[config.mk]
export PLATFORM = sky130hd
export DESIGN_NAME = tls_client_hello_sni_locator
export DESIGN_NICKNAME = d
export VERILOG_FILES = /design/src/sv/tcsl_pkg.sv /design/src/sv/tcsl_parser.sv /design/src/sv/tls_client_hello_sni_locator.sv
export SDC_FILE = /design/constraint.sdc
export NUM_CORES = 1
export LEC_CHECK = 0
export CORE_MARGIN = 10
export CORE_UTILIZATION = 37
export CTS_CLUSTER_SIZE = 14
export DETAILED_ROUTE_END_ITERATION = 6
export DONT_BUFFER_PORTS = 1
export PLACE_DENSITY = 0.54
export SLEW_MARGIN = 10
export SYNTH_ARGS = -nofsm -noshare
export SYNTH_HDL_FRONTEND = slang
export SYNTH_HIERARCHICAL = 1
export SYNTH_SLANG_ARGS = --single-unit
export TNS_END_PERCENT = 30
[constraint.sdc]
create_clock -name clk -period 8.77 [get_ports clk]
set_input_delay 1.754 -clock clk [delete_from_list [all_inputs] [get_ports clk]]
set_output_delay 1.754 -clock clk [all_outputs]
set_load 0.1 [all_outputs]
[src/sv/tcsl_pkg.sv]
// ----------------------------------------------------------------------------
// tcsl_pkg
// Types and constants shared by the ClientHello server-name locator.
// ----------------------------------------------------------------------------
package tcsl_pkg;

    localparam int unsigned CNT_W = 17;
    localparam int unsigned POS_W = 18;

    localparam logic [CNT_W-1:0] HDR_LEN = 17'd43;

    localparam logic [7:0] CONTENT_HANDSHAKE = 8'h16;
    localparam logic [7:0] VERSION_MAJOR     = 8'h03;
    localparam logic [7:0] HS_CLIENT_HELLO   = 8'h01;
    localparam logic [7:0] NAME_TYPE_HOST    = 8'h00;
    localparam logic [15:0] EXT_SERVER_NAME  = 16'h0000;

    localparam logic [CNT_W-1:0] OFS_CONTENT = 17'd0;
    localparam logic [CNT_W-1:0] OFS_VERSION = 17'd1;
    localparam logic [CNT_W-1:0] OFS_HS_TYPE = 17'd5;

    localparam logic [2:0] ST_FOUND    = 3'd0;
    localparam logic [2:0] ST_SHORT    = 3'd1;
    localparam logic [2:0] ST_NOT_HS   = 3'd2;
    localparam logic [2:0] ST_NOT_CH   = 3'd3;
    localparam logic [2:0] ST_NO_SNI   = 3'd4;
    localparam logic [2:0] ST_BAD_SNI  = 3'd5;
    localparam logic [2:0] ST_TOO_LONG = 3'd6;

    typedef enum logic [13:0] {
        PH_HEADER  = 14'h0001,
        PH_CS_HI   = 14'h0002,
        PH_CS_LO   = 14'h0004,
        PH_CM      = 14'h0008,
        PH_EX_HI   = 14'h0010,
        PH_EX_LO   = 14'h0020,
        PH_ET_HI   = 14'h0040,
        PH_ET_LO   = 14'h0080,
        PH_EL_HI   = 14'h0100,
        PH_EL_LO   = 14'h0200,
        PH_SN_TYPE = 14'h0400,
        PH_SN_HI   = 14'h0800,
        PH_SN_LO   = 14'h1000,
        PH_DONE    = 14'h2000
    } phase_t;

    typedef struct packed {
        logic [15:0] split_offset;
        logic [15:0] name_length;
        logic [15:0] name_start;
        logic [2:0]  status;
    } result_t;

endpackage

[src/sv/tcsl_parser.sv]
// ----------------------------------------------------------------------------
// tcsl_parser
// Per-byte ClientHello walker: parse state and the verdict for the payload.
// ----------------------------------------------------------------------------
module tcsl_parser
    import tcsl_pkg::*;
#(
    parameter int unsigned MAX_PAYLOAD = 65535
)
(
    input  logic          clk,
    input  logic          rst_n,
    input  logic          step,
    input  logic [7:0]    data_byte,
    input  logic          last_byte,
    output result_t       result
);

    localparam logic [CNT_W-1:0] MAX_CNT = CNT_W'(MAX_PAYLOAD);

    logic [CNT_W-1:0] byte_count_reg, byte_count_next;
    phase_t           phase_reg, phase_next;
    logic [POS_W-1:0] next_pos_reg, next_pos_next;
    logic [POS_W-1:0] ext_end_reg, ext_end_next;
    logic [7:0]       held_reg, held_next;
    logic [15:0]      start_reg, start_next;
    logic [15:0]      length_reg, length_next;
    logic [2:0]       verdict_reg, verdict_next;
    logic             fixed_reg, fixed_next;

    logic [POS_W-1:0] ofs;
    logic [POS_W-1:0] ofs_plus1;
    logic [15:0]      word;
    logic [POS_W:0]   ext_hdr_end;
    logic [POS_W:0]   sn_body_end;
    logic [CNT_W-1:0] name_end;

    always_comb
    begin
        byte_count_next = byte_count_reg;
        phase_next      = phase_reg;
        next_pos_next   = next_pos_reg;
        ext_end_next    = ext_end_reg;
        held_next       = held_reg;
        start_next      = start_reg;
        length_next     = length_reg;
        verdict_next    = verdict_reg;
        fixed_next      = fixed_reg;

        ofs         = {1'b0, byte_count_reg};
        ofs_plus1   = ofs + POS_W'(1);
        word        = {held_reg, data_byte};
        ext_hdr_end = '0;
        sn_body_end = {1'b0, ofs} + (POS_W+1)'(8);

        if (byte_count_reg < MAX_CNT)
        begin
            if (!fixed_reg)
            begin
                if ((byte_count_reg == OFS_CONTENT && data_byte != CONTENT_HANDSHAKE) ||
                    (byte_count_reg == OFS_VERSION && data_byte != VERSION_MAJOR))
                begin
                    verdict_next = ST_NOT_HS;
                    fixed_next   = 1'b1;
                    phase_next   = PH_DONE;
                end
                else if (byte_count_reg == OFS_HS_TYPE && data_byte != HS_CLIENT_HELLO)
                begin
                    verdict_next = ST_NOT_CH;
                    fixed_next   = 1'b1;
                    phase_next   = PH_DONE;
                end
            end

            if (phase_next != PH_DONE && ofs == next_pos_reg)
            begin
                case (phase_next)
                    PH_HEADER:
                    begin
                        next_pos_next = ofs_plus1 + POS_W'(data_byte);
                        phase_next    = PH_CS_HI;
                    end
                    PH_CS_HI:
                    begin
                        held_next     = data_byte;
                        next_pos_next = ofs_plus1;
                        phase_next    = PH_CS_LO;
                    end
                    PH_CS_LO:
                    begin
                        next_pos_next = ofs_plus1 + POS_W'(word);
                        phase_next    = PH_CM;
                    end
                    PH_CM:
                    begin
                        next_pos_next = ofs_plus1 + POS_W'(data_byte);
                        phase_next    = PH_EX_HI;
                    end
                    PH_EX_HI:
                    begin
                        held_next     = data_byte;
                        next_pos_next = ofs_plus1;
                        phase_next    = PH_EX_LO;
                    end
                    PH_EX_LO:
                    begin
                        next_pos_next = ofs_plus1;
                        ext_end_next  = ofs_plus1 + POS_W'(word);
                        ext_hdr_end   = {1'b0, ofs_plus1} + (POS_W+1)'(4);
                        if (ext_hdr_end > {1'b0, ext_end_next})
                            phase_next = PH_DONE;
                        else
                            phase_next = PH_ET_HI;
                    end
                    PH_ET_HI:
                    begin
                        held_next     = data_byte;
                        next_pos_next = ofs_plus1;
                        phase_next    = PH_ET_LO;
                    end
                    PH_ET_LO:
                    begin
                        if (word == EXT_SERVER_NAME)
                        begin
                            verdict_next = ST_BAD_SNI;
                            if (sn_body_end > {1'b0, ext_end_reg})
                            begin
                                fixed_next = 1'b1;
                                phase_next = PH_DONE;
                            end
                            else
                            begin
                                next_pos_next = ofs + POS_W'(5);
                                phase_next    = PH_SN_TYPE;
                            end
                        end
                        else
                        begin
                            next_pos_next = ofs_plus1;
                            phase_next    = PH_EL_HI;
                        end
                    end
                    PH_EL_HI:
                    begin
                        held_next     = data_byte;
                        next_pos_next = ofs_plus1;
                        phase_next    = PH_EL_LO;
                    end
                    PH_EL_LO:
                    begin
                        next_pos_next = ofs_plus1 + POS_W'(word);
                        ext_hdr_end   = {1'b0, next_pos_next} + (POS_W+1)'(4);
                        if (ext_hdr_end > {1'b0, ext_end_reg})
                            phase_next = PH_DONE;
                        else
                            phase_next = PH_ET_HI;
                    end
                    PH_SN_TYPE:
                    begin
                        if (data_byte != NAME_TYPE_HOST)
                        begin
                            verdict_next = ST_BAD_SNI;
                            fixed_next   = 1'b1;
                            phase_next   = PH_DONE;
                        end
                        else
                        begin
                            next_pos_next = ofs_plus1;
                            phase_next    = PH_SN_HI;
                        end
                    end
                    PH_SN_HI:
                    begin
                        held_next     = data_byte;
                        next_pos_next = ofs_plus1;
                        phase_next    = PH_SN_LO;
                    end
                    PH_SN_LO:
                    begin
                        start_next   = ofs_plus1[15:0];
                        length_next  = word;
                        verdict_next = ST_FOUND;
                        phase_next   = PH_DONE;
                    end
                    default:
                    begin
                        phase_next = PH_DONE;
                    end
                endcase
            end
        end

        if (byte_count_reg <= MAX_CNT)
            byte_count_next = byte_count_reg + CNT_W'(1);
    end

    // final verdict, taken from the state after this byte
    always_comb
    begin
        name_end = CNT_W'({1'b0, start_next}) + CNT_W'({1'b0, length_next});
        result   = '0;
        if (byte_count_next > MAX_CNT)
            result.status = ST_TOO_LONG;
        else if (byte_count_next < HDR_LEN)
            result.status = ST_SHORT;
        else if (verdict_next == ST_FOUND)
        begin
            if (name_end <= byte_count_next)
            begin
                result.status       = ST_FOUND;
                result.name_start   = start_next;
                result.name_length  = length_next;
                result.split_offset = start_next + {1'b0, length_next[15:1]};
            end
            else
                result.status = ST_BAD_SNI;
        end
        else
            result.status = verdict_next;
    end

    always_ff @(posedge clk or negedge rst_n)
    begin
        if (!rst_n)
        begin
            byte_count_reg <= '0;
            phase_reg      <= PH_HEADER;
            next_pos_reg   <= POS_W'(HDR_LEN);
            ext_end_reg    <= '0;
            held_reg       <= '0;
            start_reg      <= '0;
            length_reg     <= '0;
            verdict_reg    <= ST_NO_SNI;
            fixed_reg      <= 1'b0;
        end
        else if (step)
        begin
            if (last_byte)
            begin
                byte_count_reg <= '0;
                phase_reg      <= PH_HEADER;
                next_pos_reg   <= POS_W'(HDR_LEN);
                ext_end_reg    <= '0;
                held_reg       <= '0;
                start_reg      <= '0;
                length_reg     <= '0;
                verdict_reg    <= ST_NO_SNI;
                fixed_reg      <= 1'b0;
            end
            else
            begin
                byte_count_reg <= byte_count_next;
                phase_reg      <= phase_next;
                next_pos_reg   <= next_pos_next;
                ext_end_reg    <= ext_end_next;
                held_reg       <= held_next;
                start_reg      <= start_next;
                length_reg     <= length_next;
                verdict_reg    <= verdict_next;
                fixed_reg      <= fixed_next;
            end
        end
    end

endmodule

[src/sv/tls_client_hello_sni_locator.sv]
// Path: a payload's final byte goes through the input register and then the result
// register before its result is shown on m_tvalid.
// Throughput: one byte per cycle; bytes that are not final move on while a result
// waits on m_tready, a final byte stalls in the input register until that frees.
// Reset: rst_n asynchronous, active low; the parser returns to the record header,
// and both registers empty. State also clears after each final byte.
// ----------------------------------------------------------------------------
// tls_client_hello_sni_locator
// Locates the server name in a TLS ClientHello carried one payload byte per transfer.
// ----------------------------------------------------------------------------
module tls_client_hello_sni_locator
    import tcsl_pkg::*;
#(
    parameter int unsigned MAX_PAYLOAD = 65535
)
(
    input  logic        clk,
    input  logic        rst_n,
    input  logic        s_tvalid,
    output logic        s_tready,
    input  logic [7:0]  s_tdata,   // [7:0] data_byte
    input  logic        s_tlast,   // last_byte
    output logic        m_tvalid,
    input  logic        m_tready,
    output logic [55:0] m_tdata    // [2:0] status, [18:3] name_start,
                                   // [34:19] name_length, [50:35] split_offset
);

    logic       in_valid_reg;
    logic [7:0] in_data_reg;
    logic       in_last_reg;
    logic       advance;

    logic       out_valid_reg;
    result_t    out_result_reg;
    result_t    result;

    // bytes that are not final never wait on the result register
    assign advance  = in_valid_reg && (!in_last_reg || !out_valid_reg || m_tready);
    assign s_tready = !in_valid_reg || advance;

    always_ff @(posedge clk or negedge rst_n)
    begin
        if (!rst_n)
            in_valid_reg <= 1'b0;
        else if (s_tready)
            in_valid_reg <= s_tvalid;
    end

    always_ff @(posedge clk)
    begin
        if (s_tready && s_tvalid)
        begin
            in_data_reg <= s_tdata;
            in_last_reg <= s_tlast;
        end
    end

    tcsl_parser #(
        .MAX_PAYLOAD (MAX_PAYLOAD)
    ) u_parser (
        .clk       (clk),
        .rst_n     (rst_n),
        .step      (advance),
        .data_byte (in_data_reg),
        .last_byte (in_last_reg),
        .result    (result)
    );

    always_ff @(posedge clk or negedge rst_n)
    begin
        if (!rst_n)
            out_valid_reg <= 1'b0;
        else if (advance && in_last_reg)
            out_valid_reg <= 1'b1;
        else if (m_tready)
            out_valid_reg <= 1'b0;
    end

    always_ff @(posedge clk)
    begin
        if (advance && in_last_reg)
            out_result_reg <= result;
    end

    assign m_tvalid = out_valid_reg;
    assign m_tdata  = {5'b0, out_result_reg};

endmodule

Yosys cells after proc, flatten, opt, wreduce, memory -nomap -nowiden
Cells that the tools add are included.
Operators by class
  muxes and demuxes: 62
  equality and inequality tests: 22
  reduce and logical (&&, ||, !) cells: 33
  bitwise gates (word level): 2
  shift-type cells: 0
  multiply operators: 0
  div/mod/pow operators: 0
  $lt $le $gt $ge: 8
  add/sub/neg operators: 10
Operators with widths (count)
  two-way mux 18 bit: 10
  two-way mux 14 bit: 12
  case mux 14 bit (12 select lines): 1
  two-way mux 16 bit: 8
  case mux 18 bit (5 select lines): 1
  greater-than comparator 19 x 18 -> 1 bit: 3
  adder 18 x 3 -> 19 bit (second input constant): 2
  two-way mux 17 bit: 2
  two-way mux 3 bit: 11
  two-way mux 8 bit: 4
  adder 17 x 1 -> 18 bit (second input constant): 1
  adder 17 x 3 -> 18 bit (second input constant): 1
  adder 17 x 4 -> 18 bit (second input constant): 1
  adder 18 x 16 -> 18 bit: 1
  adder 18 x 8 -> 18 bit: 1
  == test 17 x 18 -> 1 bit: 1
  adder 16 x 16 -> 17 bit: 1
  adder 17 x 1 -> 17 bit (second input constant): 1
  == test 17 x 1 -> 1 bit (second input constant): 1
  == test 17 x 3 -> 1 bit (second input constant): 1
  greater-than comparator 17 x 16 -> 1 bit (second input constant): 1
  less-or-equal comparator 17 x 16 -> 1 bit (second input constant): 1
  less-or-equal comparator 17 bit: 1
  zero test 17 bit: 1
  other kinds (41): 69
Word-level totals
  register bits after elaboration: 173
  memories kept: 0
  bits of input ports: 13
  bits in writable memories: 0
  latch bits: 0
  word-level logic and storage cells: 154
  memory bits (read-only): 0

Logic depth before layout (Yosys ltp)
  word-level depth: 15
  mapped depth: 36
  mapped depth without buffers: 31

By module
Netlist, hierarchy kept.
By module, submodules not included
  tcsl_parser: cells each 1556, area an instance 12214.2 sq um, instances 1
  tls_client_hello_sni_locator: cells each 76, area an instance 1949.4 sq um, instances 1

Worst setup path after synthesis
No wires, ideal clock.
  path type: register to register
  start: reg u_parser.byte_count_reg[7]
  end: reg out_result_reg (netlist bit m_tdata[44]) (data pin)
  path slack: 2.006 ns
  stages on the path, launching flop included: 35
  required time: 8.633 ns
  clock period less this slack: 6.764 ns
  path buffers: 5
  library setup time: 0.137 ns
  arrival time: 6.626 ns
  cells stage by stage: dfrtp_1 -> buf_4 -> nor4_1 -> nand4_1 -> nor4_1 -> nand2_1 -> clkbuf_1 -> nand4_1 -> clkbuf_1 -> nor2_1 -> a21oi_1 -> inv_1 -> ha_1 -> inv_1 -> fa_1 -> inv_1 -> a21oi_1 -> o21bai_1 -> a21o_1 -> a31o_2 -> a41o_1 -> o41a_1 -> a31oi_1 -> xnor2_1 -> ha_1 -> a21o_1 -> a21o_1 -> a21oi_1 -> nand2_1 -> o21ai_0 -> a31oi_1 -> or4_4 -> buf_6 -> buf_8 -> nor2_4
On the way
  cells in the longest elaborated chain, start to end: 14
  elaborated cells on any way between the ends: 45
  classes of those cells: 4 x add/sub; 5 x order compare; 7 x eq/ne; 19 x mux; 2 x bitwise; 8 x reduce/logical
Ends and longest elaborated chain
  start, declared: line tcsl_parser.sv:21  | logic [CNT_W-1:0] byte_count_reg, byte_count_next;
  start signal, assigned: line tcsl_parser.sv:252  | byte_count_reg <= byte_count_next;
  == test 17 x 3 -> 1 bit, or another cell as far along: line tcsl_parser.sv:67  | else if (byte_count_reg == OFS_HS_TYPE && data_byte != HS_CLIENT_HELLO)
  logical AND 1 bit, on equally long branches: line tcsl_parser.sv:67, tcsl_parser.sv:60, tcsl_parser.sv:61
  two-way mux 14 bit or logical OR 1 bit (tied branches): line tcsl_parser.sv:67, tcsl_parser.sv:60
  two-way mux 14 bit: line tcsl_parser.sv:60  | if ((byte_count_reg == OFS_CONTENT && data_byte != CONTENT_HANDSHAKE) ||
  two-way mux 14 bit: line tcsl_parser.sv:58  | if (!fixed_reg)
  two-way mux 14 bit: line tcsl_parser.sv:56  | if (byte_count_reg < MAX_CNT)
  == test 14 x 13 -> 1 bit or inequality test 14 bit (tied branches): line tcsl_parser.sv:77, tcsl_parser.sv:75
  two-way mux 16 bit or logical AND 1 bit (tied branches): line tcsl_parser.sv:77, tcsl_parser.sv:75
  two-way mux 16 bit: line tcsl_parser.sv:75  | if (phase_next != PH_DONE && ofs == next_pos_reg)
  two-way mux 16 bit: line tcsl_parser.sv:56
  adder 16 x 16 -> 17 bit: line tcsl_parser.sv:200  | name_end = CNT_W'({1'b0, start_next}) + CNT_W'({1'b0, length_next});
  less-or-equal comparator 17 bit: line tcsl_parser.sv:208  | if (name_end <= byte_count_next)
  NOT 1 bit (no source line)
  OR reduction 4 bit (no source line)
  end signal, assigned: line tls_client_hello_sni_locator.sv:83  | out_result_reg <= result;
  end, declared: line tls_client_hello_sni_locator.sv:35  | result_t out_result_reg;
Parallel ways exist; a longest one is shown, timed or not. The select of a mux whose other input is x is not followed.
A chain may end at the register's enable or synchronous reset.

Final worst setup path
  start: reg u_parser.byte_count_reg[3]
  end: reg out_result_reg (netlist bit m_tdata[36]) (data pin)
Same word-level chain as after synthesis.

==> metrics list <==
- Run status: finished clean
- From left edge to right edge, the die measures between 200 and 250 µm.
* Nature of the critical path startpoint: flip-flop
- CTS-repair resized insts: 0
- In the final routed layout, each cell accounts on average for roughly 22 µm.
- Largest register FFs: between 50 and 60
- In the final layout, the multi-input gates occupy 8710 µm².
- The clock passes through at most 2 buffers.
- Number of max-cap violations: 0
* Number of design rule violations left after detail routing: 0
* Sink Count: 173
- The number of antenna diodes in the final layout is 0.
* Async SR Flop Fraction: 0.653
* Global route overflow: 0
* Fin Clk Skew: between 0.01 and 0.015 ns
* Fill cells: ~3800
- The net count of the finished layout is 1750.
- The first detailed-routing pass took 6 iterations.
- STA puts the critical path data arrival time at a little over 8 ns.
- Critical path class: reg -> reg
- The number of setup buffers added after CTS is 0.
* Number of buffers inserted during clock tree synthesis: 17
- Required time of the worst setup path: 9.07 ns
* Skew-Pair Late Insertion Delay: around 0.46 ns
- In this run the core area contains slightly above 70 standard-cell rows.
* Final worst path period need: approximately 8.0 ns
* Worst slew margin: 0.201
- The most used flip-flop cell after synthesis is dfrtp_1.
* Vias in the first global route: approximately 12000
- CTS tree: done
* Switching power of the nets: approximately 1.1 mW
* Total routing usage reported by global routing: 0.200
- Along the worst path, the maximum fanout reaches 48.
- The die covers between 40000 and 50000 µm².
* Aggregate negative setup slack: 0 ns
* Worst voltage drop across the vdd grid: about 150 µV
* Cell area after layout: about 15000 µm²
- Average instance area after synthesis: roughly 8.7 µm²
* Share of total power in combinational logic: 0.323
* Number of endpoints with negative hold slack in the final report: 0
- Share of power burned in registers: 0.391
* Final HPWL from detailed placement: between 30 and 40 mm
- The initial utilization of the core area, before any placement, comes to 0.375.
- In this run the count of I/O pins placed on the die edge is approximately 70.
- Total via count after detailed routing: ~12000
* Slew Viols, Final: 0
* Area of placed instances: 14700 µm²
* Global-route wire length before repair: slightly above 70 mm
* Relative contribution of the clock network to total power: 0.286
* Clock Pin Slew Worst Setup and Hold Paths: 0.08 ns
- After technology mapping, the gate count stands at ~1600.
* Routed Wire Length: ~48 mm
- Setup repair after global routing left no endpoint under its margin.
- Counting flops and latches in the post-synthesis netlist gives ~170.
- Once detail routing completed, the nets flagged for antenna violations numbered 0.
* Hold Buf Count CTS: 0
* Placeable Area: about 38000 µm²
* Post-DR vias/cell: between 5 and 6
* Growth of design area from synthesis to finish: 8.12%
- Number of antenna violations at the first check in global routing: 0
- Count of distinct cell types in the synthesized netlist: 86
* Worst Hold Class: reg -> reg
* Clock root cell: clkbuf_16
* Number of enable flip-flop cells after synthesis: 60
- Input and output buffers added on the ports amount to 0.
- Register-to-register setup slack: 0.81 ns
- Total area of sequential cells: roughly 4600 µm²
- The H-tree was split into 4 levels.
* Maximum number of pins on one net before global-route repair: roughly 110
- The congestion estimate from routability-driven global placement came to between 0.9 and 1.
- The worst setup path is captured at a flip-flop.
- The internal portion of the total power is around 1.6 mW.
- Leak: between 6 and 7 nW
* Count of endpoints failing setup in the final report: 0
* Power Density: 179 nW/µm²
- Die extent in y: approximately 220 µm
- In this run the cell area of the synthesized design comes to ~14000 µm².
- Of the total power, the share spent switching nets is 0.414.
* Period utilisation layout: 0.907
- Initial detailed-routing violation count: between 1000 and 1500
- Count of synthesis-stage warnings from yosys: 6
- Of the cells placed in the final design, the portion with a size suffix greater than 1 is 0.0789.
- Achievable clock frequency: roughly 130 MHz
* Slew at the pin closest to its max-slew limit: between 1 and 1.5 ns
* Part of the Yosys area used for sequential elements: 0.327
## kinds of logic (layout without fill, tap and decap cells)
family	count (synthesis)	count (layout)	synth area share
AO/OA/AOI/OAI	443	443	0.217
adder cells (fa/ha/maj)	129	129	0.115
multiplexers	14	14	0.00998
XOR/XNOR	134	134	0.0829
buffers and inverters	200	186	0.0596
other	1	5	0.000265
flip-flops	173	173	0.327
AND/OR/NAND/NOR	538	538	0.187
## worst paths after layout
check | startpoint | endpoint | depth (start not counted)
min | u_parser/ext_end_reg[11]$_DFFE_PN0P_ | u_parser/ext_end_reg[11]$_DFFE_PN0P_ | 2
min reg2reg | u_parser/ext_end_reg[11]$_DFFE_PN0P_ | u_parser/ext_end_reg[11]$_DFFE_PN0P_ | 2
min in group asynchronous | rst_n | u_parser/phase_reg[7]$_DFFE_PN0P_ | 0
max in group asynchronous | rst_n | u_parser/next_pos_reg[5]$_DFFE_PN1P_ | 0
max | u_parser/byte_count_reg[3]$_DFFE_PN0P_ | m_tdata[36]$_DFFE_PP_ | 27
max reg2reg | u_parser/byte_count_reg[3]$_DFFE_PN0P_ | m_tdata[36]$_DFFE_PP_ | 27
## final cells by class
| class | instances | area share |
|---|---|---|
| Multi-Input combinational cell | 1263 | 0.569 |
| Clock inverter | 13 | 0.00915 |
| Sequential cell | 173 | 0.303 |
| Timing Repair Buffer | 40 | 0.0196 |
| Tap cell | 511 | 0.0418 |
| Clock buffer | 19 | 0.0297 |
| Inverter | 114 | 0.0279 |
## layer usage
metal	global-route usage	up-vias	wire length, µm	share of wire
li1	-	5931	-	-
met4	0.0610	0	1220	0.025
met3	0.0324	62	3240	0.068
met1	0.284	5975	22400	0.47
met5	0	-	0	0
met2	0.306	446	21000	0.44
## power by group through the flow
stage               clock network (mW)  registers [mW]  logic (mW)
floorplan                            0            1.05       0.613
global placement                     0            1.09       0.859
detailed placement                   0            1.09       0.861
CTS                              0.808            1.07       0.869
global route                     0.836            1.08       0.965
finish                           0.786            1.07       0.886
## Yosys cell counts (all sizes together), types with 7 or more instances
library cell / n / share of area
or3: 10 / 0.0044
nand4: 29 / 0.013
a211o: 8 / 0.0049
edfxtp: 60 / 0.13
nor2b: 10 / 0.0044
ha: 125 / 0.11
a31oi: 18 / 0.0084
o41ai: 14 / 0.0092
xor2: 44 / 0.027
o2bb2ai: 39 / 0.024
dfrtp: 107 / 0.19
a21oi: 92 / 0.033
nor4: 30 / 0.015
xnor2: 90 / 0.056
nor2: 170 / 0.050
o221ai: 7 / 0.0043
a22o: 9 / 0.0056
o31ai: 35 / 0.021
o22ai: 18 / 0.0080
a21o: 28 / 0.015
inv: 114 / 0.030
o21a: 9 / 0.0048
o21bai: 7 / 0.0037
nor3: 41 / 0.014
nand3: 40 / 0.014
or4: 12 / 0.0069
nand2: 141 / 0.037
mux2i: 13 / 0.0092
o211ai: 8 / 0.0046
clkbuf: 52 / 0.014
o21ai: 84 / 0.030
a211oi: 15 / 0.0080
buf: 34 / 0.016
o2111ai: 7 / 0.0043
or2: 10 / 0.0044
nand2b: 12 / 0.0053
and2: 7 / 0.0031
## placed cells by master (no fill, tap or decap), types with 44 or more instances in the layout
cell type and count:
nand2_1 141, ha_1 125, inv_1 112, a21oi_1 92
xor2_1 44, dfrtp_1 107, edfxtp_1 60, nor2_1 159
o21ai_0 83, xnor2_1 90
## critical path, cell delays in order, from the launching register on
cell and delay [ns]:
dfrtp_1 0.63, ha_1 0.33, nand3_1 0.49, nor4_2 0.54, a21oi_1 0.15, buf_4 0.19, nand4_1 0.32, buf_4 0.45
mux2i_1 0.32, inv_1 0.12, ha_1 0.34, inv_1 0.09, o21bai_1 0.11, a21o_1 0.21, a31o_2 0.26, a41o_1 0.27
o41a_1 0.35, a31oi_1 0.28, xnor2_1 0.16, ha_1 0.26, a21o_1 0.18, a21o_1 0.16, a21oi_1 0.20, nand2_1 0.07
o21ai_0 0.07, a31oi_1 0.09, or4_4 0.81, nor2_1 0.23
## through the flow
stage / power, mW / utilization / std cells / hold slack [ns] / setup slack [ns]
2_1_floorplan: 1.67 / - / 1636 / 0.449 / 2.01
3_3_place_gp: 1.95 / 0.390 / 2101 / 0.461 / 1.24
3_5_place_dp: 1.95 / 0.390 / 2101 / 0.466 / 1.06
4_1_cts: 2.75 / 0.406 / 2133 / 0.481 / 0.993
5_1_grt: 2.88 / 0.406 / 2133 / 0.500 / 0.320
6_report: 2.75 / 0.406 / 2133 / 0.477 / 0.814
Note: power is estimated with default switching activity, not from simulation.
